`src/rtl/spk_pkg.sv`:
```
// Shared types, codes and constants for the Speck block cipher.
// No dependencies; every other file in rtl/ imports this package.

package spk_pkg;

  // Port width of block words and key words
  localparam int unsigned DATA_W    = 32;
  localparam int unsigned CFG_IDX_W = 3;
  localparam int unsigned RND_W     = 5;

  // Word width, rotation amounts and round count of each variant
  localparam int unsigned WIDTH_32_64  = 16;
  localparam int unsigned WIDTH_48_96  = 24;
  localparam int unsigned WIDTH_64_128 = 32;
  localparam int unsigned ALPHA_32_64  = 7;
  localparam int unsigned ALPHA_WIDE   = 8;
  localparam int unsigned BETA_32_64   = 2;
  localparam int unsigned BETA_WIDE    = 3;
  localparam logic [RND_W-1:0] ROUNDS_32_64  = 5'd22;
  localparam logic [RND_W-1:0] ROUNDS_48_96  = 5'd23;
  localparam logic [RND_W-1:0] ROUNDS_64_128 = 5'd27;

  typedef enum logic [1:0] {
    VAR_32_64  = 2'd0,
    VAR_48_96  = 2'd1,
    VAR_64_128 = 2'd2
  } variant_e;

  typedef enum logic [CFG_IDX_W-1:0] {
    CFG_VARIANT = 3'd0,
    CFG_KEY_0   = 3'd1,
    CFG_KEY_1   = 3'd2,
    CFG_KEY_2   = 3'd3,
    CFG_KEY_3   = 3'd4
  } cfg_reg_e;

  typedef enum logic [2:0] {
    ST_LOAD   = 3'd0,
    ST_EXPAND = 3'd1,
    ST_IDLE   = 3'd2,
    ST_RUN    = 3'd3,
    ST_DONE   = 3'd4
  } state_e;

  // Shift command to the round-key ring
  typedef struct packed {
    logic fwd;
    logic bwd;
  } shift_t;

  // Control of the shared ARX round
  typedef struct packed {
    logic     decrypt;
    variant_e var_sel;
  } round_ctrl_t;

  function automatic logic [DATA_W-1:0] spk_mask(input variant_e v);
    logic [DATA_W-1:0] m;
    unique case (v)
      VAR_32_64: m = 32'h0000_FFFF;
      VAR_48_96: m = 32'h00FF_FFFF;
      default:   m = 32'hFFFF_FFFF;
    endcase
    return m;
  endfunction

  function automatic logic [RND_W-1:0] spk_rounds(input variant_e v);
    logic [RND_W-1:0] r;
    unique case (v)
      VAR_32_64: r = ROUNDS_32_64;
      VAR_48_96: r = ROUNDS_48_96;
      default:   r = ROUNDS_64_128;
    endcase
    return r;
  endfunction

endpackage

```
`src/rtl/spk_key_cell.sv`:
```
// One cell of the round-key ring: holds a single round key word.
// Depends on spk_pkg for the shift command type.

module spk_key_cell import spk_pkg::*; #(
  parameter int unsigned W = 32
) (
  input  logic         clk_i,
  input  shift_t       shift_i,
  input  logic [W-1:0] fwd_i,
  input  logic [W-1:0] bwd_i,
  output logic [W-1:0] key_o
);

  logic [W-1:0] key_d, key_q;

  // Take the neighbour's word in the commanded direction, else hold
  always_comb begin
    priority if (shift_i.fwd) begin
      key_d = fwd_i;
    end else if (shift_i.bwd) begin
      key_d = bwd_i;
    end else begin
      key_d = key_q;
    end
  end

  always_ff @(posedge clk_i) begin
    key_q <= key_d;
  end

  assign key_o = key_q;

endmodule

```
`src/rtl/spk_round.sv`:
```
// One Speck add-rotate-xor round, forward or inverse, for all three variants.
// Depends on spk_pkg; shared by the key schedule and the block datapath.

module spk_round import spk_pkg::*; #(
  parameter int unsigned W = 32
) (
  input  round_ctrl_t  ctrl_i,
  input  logic [W-1:0] x_i,
  input  logic [W-1:0] y_i,
  input  logic [W-1:0] k_i,
  output logic [W-1:0] x_o,
  output logic [W-1:0] y_o
);

  // Rotate left by r within the low w bits
  function automatic logic [DATA_W-1:0] rotl(
    input logic [DATA_W-1:0] v,
    input int unsigned       r,
    input int unsigned       w
  );
    logic [DATA_W-1:0] m;
    logic [DATA_W-1:0] vm;
    m  = (DATA_W'(1) << w) - DATA_W'(1);
    vm = v & m;
    return ((vm << r) | (vm >> (w - r))) & m;
  endfunction

  // Round on w-bit words; result packed as {x, y}
  function automatic logic [2*DATA_W-1:0] arx(
    input logic              dec,
    input logic [DATA_W-1:0] x,
    input logic [DATA_W-1:0] y,
    input logic [DATA_W-1:0] k,
    input int unsigned       w,
    input int unsigned       a,
    input int unsigned       b
  );
    logic [DATA_W-1:0] m;
    logic [DATA_W-1:0] xr;
    logic [DATA_W-1:0] yr;
    m = (DATA_W'(1) << w) - DATA_W'(1);
    if (dec) begin
      yr = rotl(x ^ y, w - b, w);
      xr = rotl((x ^ k) - yr, a, w);
    end else begin
      xr = ((rotl(x, w - a, w) + y) ^ k) & m;
      yr = rotl(y, b, w) ^ xr;
    end
    return {xr, yr};
  endfunction

  logic [DATA_W-1:0]   xw, yw, kw;
  logic [2*DATA_W-1:0] res;

  assign xw = DATA_W'(x_i);
  assign yw = DATA_W'(y_i);
  assign kw = DATA_W'(k_i);

  // Pick the variant's width and rotation amounts
  always_comb begin
    unique case (ctrl_i.var_sel)
      VAR_32_64: res = arx(ctrl_i.decrypt, xw, yw, kw, WIDTH_32_64, ALPHA_32_64, BETA_32_64);
      VAR_48_96: res = arx(ctrl_i.decrypt, xw, yw, kw, WIDTH_48_96, ALPHA_WIDE, BETA_WIDE);
      default:   res = arx(ctrl_i.decrypt, xw, yw, kw, WIDTH_64_128, ALPHA_WIDE, BETA_WIDE);
    endcase
  end

  assign x_o = res[DATA_W +: W];
  assign y_o = res[0 +: W];

endmodule

```
`src/rtl/speck_block_cipher.sv`:
```
// Speck block cipher top level: config registers, key schedule, round-key ring
// and block datapath. Depends on spk_pkg, spk_key_cell and spk_round.
//
//   channel | signals                                         | direction
//   --------+-------------------------------------------------+----------
//   cfg     | cfg_valid_i, cfg_ready_o, cfg_index_i, cfg_data_i | in
//   in      | in_valid_i, in_ready_o, kind_i, first/second_word | in
//   out     | out_valid_o, out_ready_i, out_first/second_word   | out
//
// With n rounds (22, 23 or 27, at most MAX_ROUNDS) a block runs its rounds after
// transfer, then hands the result from the done state to the output register;
// the next block is taken after that. The single shared ARX round unit does
// one round per cycle. After reset and each write to a known register the key
// schedule fills the key ring through the same round unit; in_ready_o is low.
// A waiting result sits in the output register while the next block is taken;
// a finished block waits in place if that register is still full.

module speck_block_cipher import spk_pkg::*; #(
  parameter int unsigned MAX_ROUNDS    = 27,
  parameter int unsigned MAX_WORD_BITS = 32
) (
  input  logic                 clk_i,
  input  logic                 rst_ni,
  input  logic                 cfg_valid_i,
  output logic                 cfg_ready_o,
  input  logic [CFG_IDX_W-1:0] cfg_index_i,
  input  logic [DATA_W-1:0]    cfg_data_i,
  input  logic                 in_valid_i,
  output logic                 in_ready_o,
  input  logic                 kind_i,
  input  logic [DATA_W-1:0]    first_word_i,
  input  logic [DATA_W-1:0]    second_word_i,
  output logic                 out_valid_o,
  input  logic                 out_ready_i,
  output logic [DATA_W-1:0]    out_first_word_o,
  output logic [DATA_W-1:0]    out_second_word_o
);

  localparam int unsigned W     = MAX_WORD_BITS;
  localparam int unsigned IDX_W = $clog2(MAX_ROUNDS);
  localparam variant_e VAR_TOP  = (W >= WIDTH_64_128) ? VAR_64_128 :
                                  (W >= WIDTH_48_96)  ? VAR_48_96  : VAR_32_64;

  // Configuration registers
  logic [1:0]        var_q;
  logic [DATA_W-1:0] key_q [4];
  logic              cfg_wr, cfg_known;

  // Control state
  state_e           state_q, state_d;
  logic [IDX_W-1:0] cnt_q, cnt_d;
  logic             out_valid_q, out_valid_d;

  // Payload registers
  logic [W-1:0] x_q, x_d, y_q, y_d;
  logic         kind_q, kind_d;
  logic [W-1:0] kcur_q, kcur_d;
  logic [W-1:0] l_q [3];
  logic [W-1:0] l_d [3];
  logic [W-1:0] out_x_q, out_x_d, out_y_q, out_y_d;

  // Derived values
  variant_e         var_req, var_act;
  logic [RND_W-1:0] rnd_var;
  logic [IDX_W-1:0] n_m1;
  logic [W-1:0]     word_mask;

  // Round unit and key ring
  round_ctrl_t  rnd_ctrl;
  logic [W-1:0] rnd_x, rnd_y, rnd_k, rnd_x_o, rnd_y_o;
  logic [W-1:0] cell_q [MAX_ROUNDS];
  logic [W-1:0] ring_tail, run_key;
  shift_t       ring_shift;
  logic         running;

  // Fold the unused variant code and narrow builds onto a supported variant
  always_comb begin
    var_req = (var_q > 2'(VAR_64_128)) ? VAR_64_128 : variant_e'(var_q);
    var_act = (var_req > VAR_TOP) ? VAR_TOP : var_req;
    rnd_var = spk_rounds(var_act);
    if (32'(rnd_var) > MAX_ROUNDS) begin
      n_m1 = IDX_W'(MAX_ROUNDS - 1);
    end else begin
      n_m1 = IDX_W'(rnd_var - RND_W'(1));
    end
    word_mask = W'(spk_mask(var_act));
  end

  // Register writes
  assign cfg_ready_o = 1'b1;
  assign cfg_wr      = cfg_valid_i & cfg_ready_o;

  always_comb begin
    unique case (cfg_index_i)
      CFG_VARIANT, CFG_KEY_0, CFG_KEY_1, CFG_KEY_2, CFG_KEY_3: cfg_known = 1'b1;
      default: cfg_known = 1'b0;
    endcase
  end

  always_ff @(posedge clk_i or negedge rst_ni) begin
    if (!rst_ni) begin
      var_q    <= 2'(VAR_64_128);
      key_q[0] <= '0;
      key_q[1] <= '0;
      key_q[2] <= '0;
      key_q[3] <= '0;
    end else if (cfg_wr) begin
      unique case (cfg_index_i)
        CFG_VARIANT: var_q    <= cfg_data_i[1:0];
        CFG_KEY_0:   key_q[0] <= cfg_data_i;
        CFG_KEY_1:   key_q[1] <= cfg_data_i;
        CFG_KEY_2:   key_q[2] <= cfg_data_i;
        CFG_KEY_3:   key_q[3] <= cfg_data_i;
        default: ;
      endcase
    end
  end

  // Shared round: key schedule step while expanding, block round while running
  assign running          = (state_q == ST_RUN);
  assign run_key          = kind_q ? cell_q[n_m1] : cell_q[0];
  assign rnd_ctrl.decrypt = running & kind_q;
  assign rnd_ctrl.var_sel = var_act;
  assign rnd_x            = running ? x_q : l_q[0];
  assign rnd_y            = running ? y_q : kcur_q;
  assign rnd_k            = running ? run_key : W'(cnt_q);

  spk_round #(
    .W (W)
  ) u_round (
    .ctrl_i (rnd_ctrl),
    .x_i    (rnd_x),
    .y_i    (rnd_y),
    .k_i    (rnd_k),
    .x_o    (rnd_x_o),
    .y_o    (rnd_y_o)
  );

  // Key ring: new keys enter at the tail while expanding, else the head wraps
  assign ring_tail = (state_q == ST_EXPAND) ? kcur_q : cell_q[0];

  for (genvar i = 0; i < MAX_ROUNDS; i++) begin : g_ring
    logic [W-1:0] fwd_src, bwd_src;

    if (i == MAX_ROUNDS - 1) begin : g_last
      assign fwd_src = ring_tail;
    end else begin : g_mid
      assign fwd_src = (IDX_W'(i) == n_m1) ? ring_tail : cell_q[i+1];
    end

    if (i == 0) begin : g_head
      assign bwd_src = cell_q[n_m1];
    end else begin : g_body
      assign bwd_src = cell_q[i-1];
    end

    spk_key_cell #(
      .W (W)
    ) u_cell (
      .clk_i   (clk_i),
      .shift_i (ring_shift),
      .fwd_i   (fwd_src),
      .bwd_i   (bwd_src),
      .key_o   (cell_q[i])
    );
  end

  // Sequencer: next state and datapath controls
  always_comb begin
    state_d     = state_q;
    cnt_d       = cnt_q;
    x_d         = x_q;
    y_d         = y_q;
    kind_d      = kind_q;
    kcur_d      = kcur_q;
    l_d         = l_q;
    out_x_d     = out_x_q;
    out_y_d     = out_y_q;
    out_valid_d = out_valid_q & ~out_ready_i;
    ring_shift  = '0;

    unique case (state_q)
      ST_LOAD: begin
        kcur_d  = key_q[0][W-1:0] & word_mask;
        l_d[0]  = key_q[1][W-1:0] & word_mask;
        l_d[1]  = key_q[2][W-1:0] & word_mask;
        l_d[2]  = key_q[3][W-1:0] & word_mask;
        cnt_d   = '0;
        state_d = ST_EXPAND;
      end
      ST_EXPAND: begin
        ring_shift.fwd = 1'b1;
        kcur_d         = rnd_y_o;
        l_d[0]         = l_q[1];
        l_d[1]         = l_q[2];
        l_d[2]         = rnd_x_o;
        cnt_d          = cnt_q + IDX_W'(1);
        if (cnt_q == n_m1) begin
          state_d = ST_IDLE;
        end
      end
      ST_IDLE: begin
        if (in_valid_i) begin
          x_d     = first_word_i[W-1:0] & word_mask;
          y_d     = second_word_i[W-1:0] & word_mask;
          kind_d  = kind_i;
          cnt_d   = '0;
          state_d = ST_RUN;
        end
      end
      ST_RUN: begin
        ring_shift.fwd = ~kind_q;
        ring_shift.bwd = kind_q;
        x_d            = rnd_x_o;
        y_d            = rnd_y_o;
        cnt_d          = cnt_q + IDX_W'(1);
        if (cnt_q == n_m1) begin
          state_d = ST_DONE;
        end
      end
      ST_DONE: begin
        if (!out_valid_q || out_ready_i) begin
          out_x_d     = x_q;
          out_y_d     = y_q;
          out_valid_d = 1'b1;
          state_d     = ST_IDLE;
        end
      end
      default: state_d = ST_LOAD;
    endcase

    // Any write to a known register rebuilds the round keys
    if (cfg_wr && cfg_known) begin
      state_d = ST_LOAD;
    end
  end

  always_ff @(posedge clk_i or negedge rst_ni) begin
    if (!rst_ni) begin
      state_q     <= ST_LOAD;
      cnt_q       <= '0;
      out_valid_q <= 1'b0;
    end else begin
      state_q     <= state_d;
      cnt_q       <= cnt_d;
      out_valid_q <= out_valid_d;
    end
  end

  always_ff @(posedge clk_i) begin
    x_q     <= x_d;
    y_q     <= y_d;
    kind_q  <= kind_d;
    kcur_q  <= kcur_d;
    l_q     <= l_d;
    out_x_q <= out_x_d;
    out_y_q <= out_y_d;
  end

  // Ports
  assign in_ready_o        = (state_q == ST_IDLE);
  assign out_valid_o       = out_valid_q;
  assign out_first_word_o  = DATA_W'(out_x_q);
  assign out_second_word_o = DATA_W'(out_y_q);

  // The ring is back home (first round key at the head) between blocks
  a_ring_home: assert property (@(posedge clk_i) disable iff (!rst_ni)
    (state_q == ST_IDLE || state_q == ST_DONE) |->
      (cell_q[0] == (key_q[0][W-1:0] & word_mask)))
    else $error("round-key ring not aligned to first round key");

  // Round counter never passes the last round of the variant
  a_cnt_bound: assert property (@(posedge clk_i) disable iff (!rst_ni)
    (state_q == ST_RUN || state_q == ST_EXPAND) |-> (cnt_q <= n_m1))
    else $error("round counter beyond last round");

  // Results carry no bits above the word width
  a_out_masked: assert property (@(posedge clk_i) disable iff (!rst_ni)
    out_valid_q |-> (((out_first_word_o | out_second_word_o)
                      & ~DATA_W'(word_mask)) == '0))
    else $error("result has bits above the word width");

  // A result only appears on hand-off from a finished block
  a_out_source: assert property (@(posedge clk_i) disable iff (!rst_ni)
    $rose(out_valid_q) |-> $past(state_q == ST_DONE))
    else $error("result raised without a finished block");

endmodule

```
`config.mk`:
```
export PLATFORM = sky130hd
export DESIGN_NAME = speck_block_cipher
export DESIGN_NICKNAME = d
export VERILOG_FILES = /design/src/rtl/spk_pkg.sv /design/src/rtl/spk_key_cell.sv /design/src/rtl/spk_round.sv /design/src/rtl/speck_block_cipher.sv
export SDC_FILE = /design/constraint.sdc
export NUM_CORES = 2
export LEC_CHECK = 0
export CORE_UTILIZATION = 50
export DETAILED_ROUTE_END_ITERATION = 8
export DONT_BUFFER_PORTS = 1
export PLACE_DENSITY = 0.66
export RECOVER_POWER = 50
export SYNTH_ARGS = -nofsm -noshare
export SYNTH_HDL_FRONTEND = slang
export SYNTH_SLANG_ARGS = --single-unit
```
`constraint.sdc`:
```
create_clock -name clk_i -period 37.3 [get_ports clk_i]
set_input_delay 5.595 -clock clk_i [delete_from_list [all_inputs] [get_ports clk_i]]
set_output_delay 5.595 -clock clk_i [all_outputs]
set_load 0.01 [all_outputs]
```
==> flow_summary.json <==
{
  "hpwl_microns": 126400,
  "drt_iter0_markers": 5984,
  "async_flop_share_pct": 11.03,
  "cts_buffers": 138,
  "syn-num-nets": 6644,
  "stdcell_area_sq_um": 69130,
  "clockBufferDepth": 3,
  "r2r-start": "state_q[2]",
  "hold_path_end": "out_first_word_o[27]",
  "finalClockSkew_ps": 41.58,
  "setup_tns_ps": 0,
  "core_sq_um": 125600,
  "wire_per_inst_microns": 22.73,
  "r2r_end": "g_ring[15].u_cell.key_o[22]",
  "root_buffer": "clkbuf_16",
  "place_inst": 7803,
  "slew_viol_final": 2101,
  "holdBufCountCts": 0,
  "io_pins": 172,
  "stdcell_count": 8061,
  "postCtsSetupBuffers": 0,
  "die_w_microns": 357.9,
  "fill_cells": 11160,
  "end_kind": "register",
  "relSlewSlack_pct": -619.6,
  "yosys.cell_types.count": 84,
  "fmax_mhz": 53.10,
  "period_share_pct": 50.49,
  "vias": 46550,
  "rsz0062_at_grt": "false",
  "hold_violations": 0,
  "final_common_cell": "nand2_1",
  "grt_pass1_wl_microns": 272600,
  "antenna_found_initial": 15,
  "grt_max_degree": 206,
  "worst_pin_slew_ps": 10790,
  "drt-total-wl_microns": 183300,
  "r2r_cells": 5,
  "worstPathArrival_ps": 18850,
  "globalRoute.totalOverflow": 0,
  "worstHoldStart": "x_q[27]",
  "yosysSeqAreaShare_pct": 58.63,
  "clkTransAtPathRegs_ps": 60,
  "area_growth_pct": 9.131,
  "r2r_setup_slack_ps": 18470,
  "min_period_ps": 18830,
  "ant_nets": 0,
  "port_buffers": 0,
  "run_status": "complete, but fails checks",
  "synth_top_flop_cell": "edfxtp_1",
  "start_util_pct": 50.45,
  "htreeDepth": 4,
  "holdPathStages": 0,
  "crit_type": "reg -> reg",
  "synth.avg_cell_area_sq_um": 9.841,
  "hold_class": "reg -> reg",
  "cp.required_ps": 37320,
  "dieArea_sq_um": 128100,
  "violations": "capacitance limit, slew limit",
  "worstSetupStartpointType": "register",
  "synth_area_sq_um": 63340,
  "rows": 130,
  "die_y_microns": 357.9,
  "yosys_register_bits": 1260,
  "cts_tree": "done",
  "hold_slack_ps": 476.5,
  "cap_violations": 24,
  "drc_errors": 0,
  "worstPathMaxFanout": 205,
  "clock-sinks": 1260,
  "synth_edf_count": 1121,
  "yosys_warnings": 0,
  "viasPerCell": 5.774,
  "cts_resized": 0,
  "setup_viol_count_final": 0,
  "grtUsageTotal_pct": 28.36,
  "clk_latency_ps": 790,
  "gp_congestion": 1.037,
  "netlist_instances": 6437,
  "dr.pass1.iters": 6,
  "layout.nets": 6500,
  "final_layout_size_suffix_gt1_share_pct": 6.789,
  "grt_pass1_vias": 43430,
  "place_area_sq_um": 64710,
  "final_cell_mix": "nand2_1 (2790), edfxtp_1 (1121), o21ai_0 (322), xnor2_1 (236), nor2_1 (210)"
}
## worst max-delay path by stage
stage | depth (start not counted) | end | startpoint | slack [ps]
final | 5 | g_ring[15].u_cell.key_o[22] | state_q[2] | 18470
after global routing | 5 | g_ring[11].u_cell.key_o[21] | state_q[2] | 16910
after CTS | 1 | in_ready_o | state_q[1] | 29860
after detailed placement | 3 | out_first_word_o[19] | out_ready_i | 29930
after global placement | 3 | out_first_word_o[19] | out_ready_i | 30000
after floorplan | 9 | g_ring[26].u_cell.key_o[16] | state_q[2] | 15000
## cell usage after synthesis, drive strengths merged (59+ instances only)
library cell	instances	area share, %
nand2	2792	17
edfxtp	1121	53
o21ai	329	2.6
clkbuf	299	1.8
xnor2	236	3.3
nor2	214	1.3
a21oi	211	1.7
mux2i	159	2.5
dfrtp	138	5.5
mux2	136	2.4
ha	100	2.0
inv	92	0.55
nand3	91	0.72
xor2	65	0.90
buf	59	0.41
## through the flow
stage | utilization [%] | setup slack (ps)
after global placement | 51.53 | 30000
after floorplan | - | 15000
after CTS | 55.14 | 29860
after global routing | 55.05 | 16910
final | 55.05 | 18470
after detailed placement | 51.53 | 29930
## per-layer routing
layer,GRT usage [%],wire length [microns],vias up
met5,0,120,-
met1,40.82,79310,22660
li1,-,-,21600
met3,6.036,16470,394
met4,11.71,7888,18
met2,41.61,79470,1875
## sequential cells by signal, indices dropped and copies added (netlist names), 5 cells and up
| signal | count |
|---|---|
| g_ring.u_cell.key_o | 864 |
| y_q | 32 |
| key_q | 128 |
| out_first_word_o | 32 |
| cnt_q | 5 |
| kcur_q | 32 |
| l_q | 96 |
| x_q | 32 |
| out_second_word_o | 32 |
## layout make-up
type | count | area [sq um] | share of cell area (%)
Clock inverter | 85 | 894.6 | 1.294
Tap cell | 1650 | 2064 | 2.986
Antenna cell | 4 | 10.01 | 0.01448
Multi-Input combinational cell | 4727 | 24540 | 35.49
Clock buffer | 169 | 3641 | 5.267
Sequential cell | 1260 | 37150 | 53.74
Timing Repair Buffer | 74 | 489.2 | 0.7077
Inverter | 92 | 346.6 | 0.5014
## kinds of logic (layout without fill, tap and decap cells)
family | Yosys count | count (layout) | share of synthesized area [%]
other | 1 | 5 | 0.005920
AOI/OAI and AO/OA | 796 | 796 | 7.518
xor gates and xnor gates | 302 | 302 | 4.197
and+or+nand+nor | 3227 | 3227 | 19.81
buffers and inverters | 450 | 420 | 2.732
adders and majority gates | 104 | 104 | 2.072
muxes | 297 | 297 | 5.027
DFF | 1260 | 1260 | 58.63
## worst max-delay path: stages, from the launching register on
cell	delay, ps
dfrtp_1	510
nand2b_1	330
clkinvlp_2	3520
clkbuf_1	2720
clkbuf_1	2870
clkbuf_1	7580
Power is not shown: default switching activity piles up to over one toggle a cycle in this logic, so the estimate is an artifact.
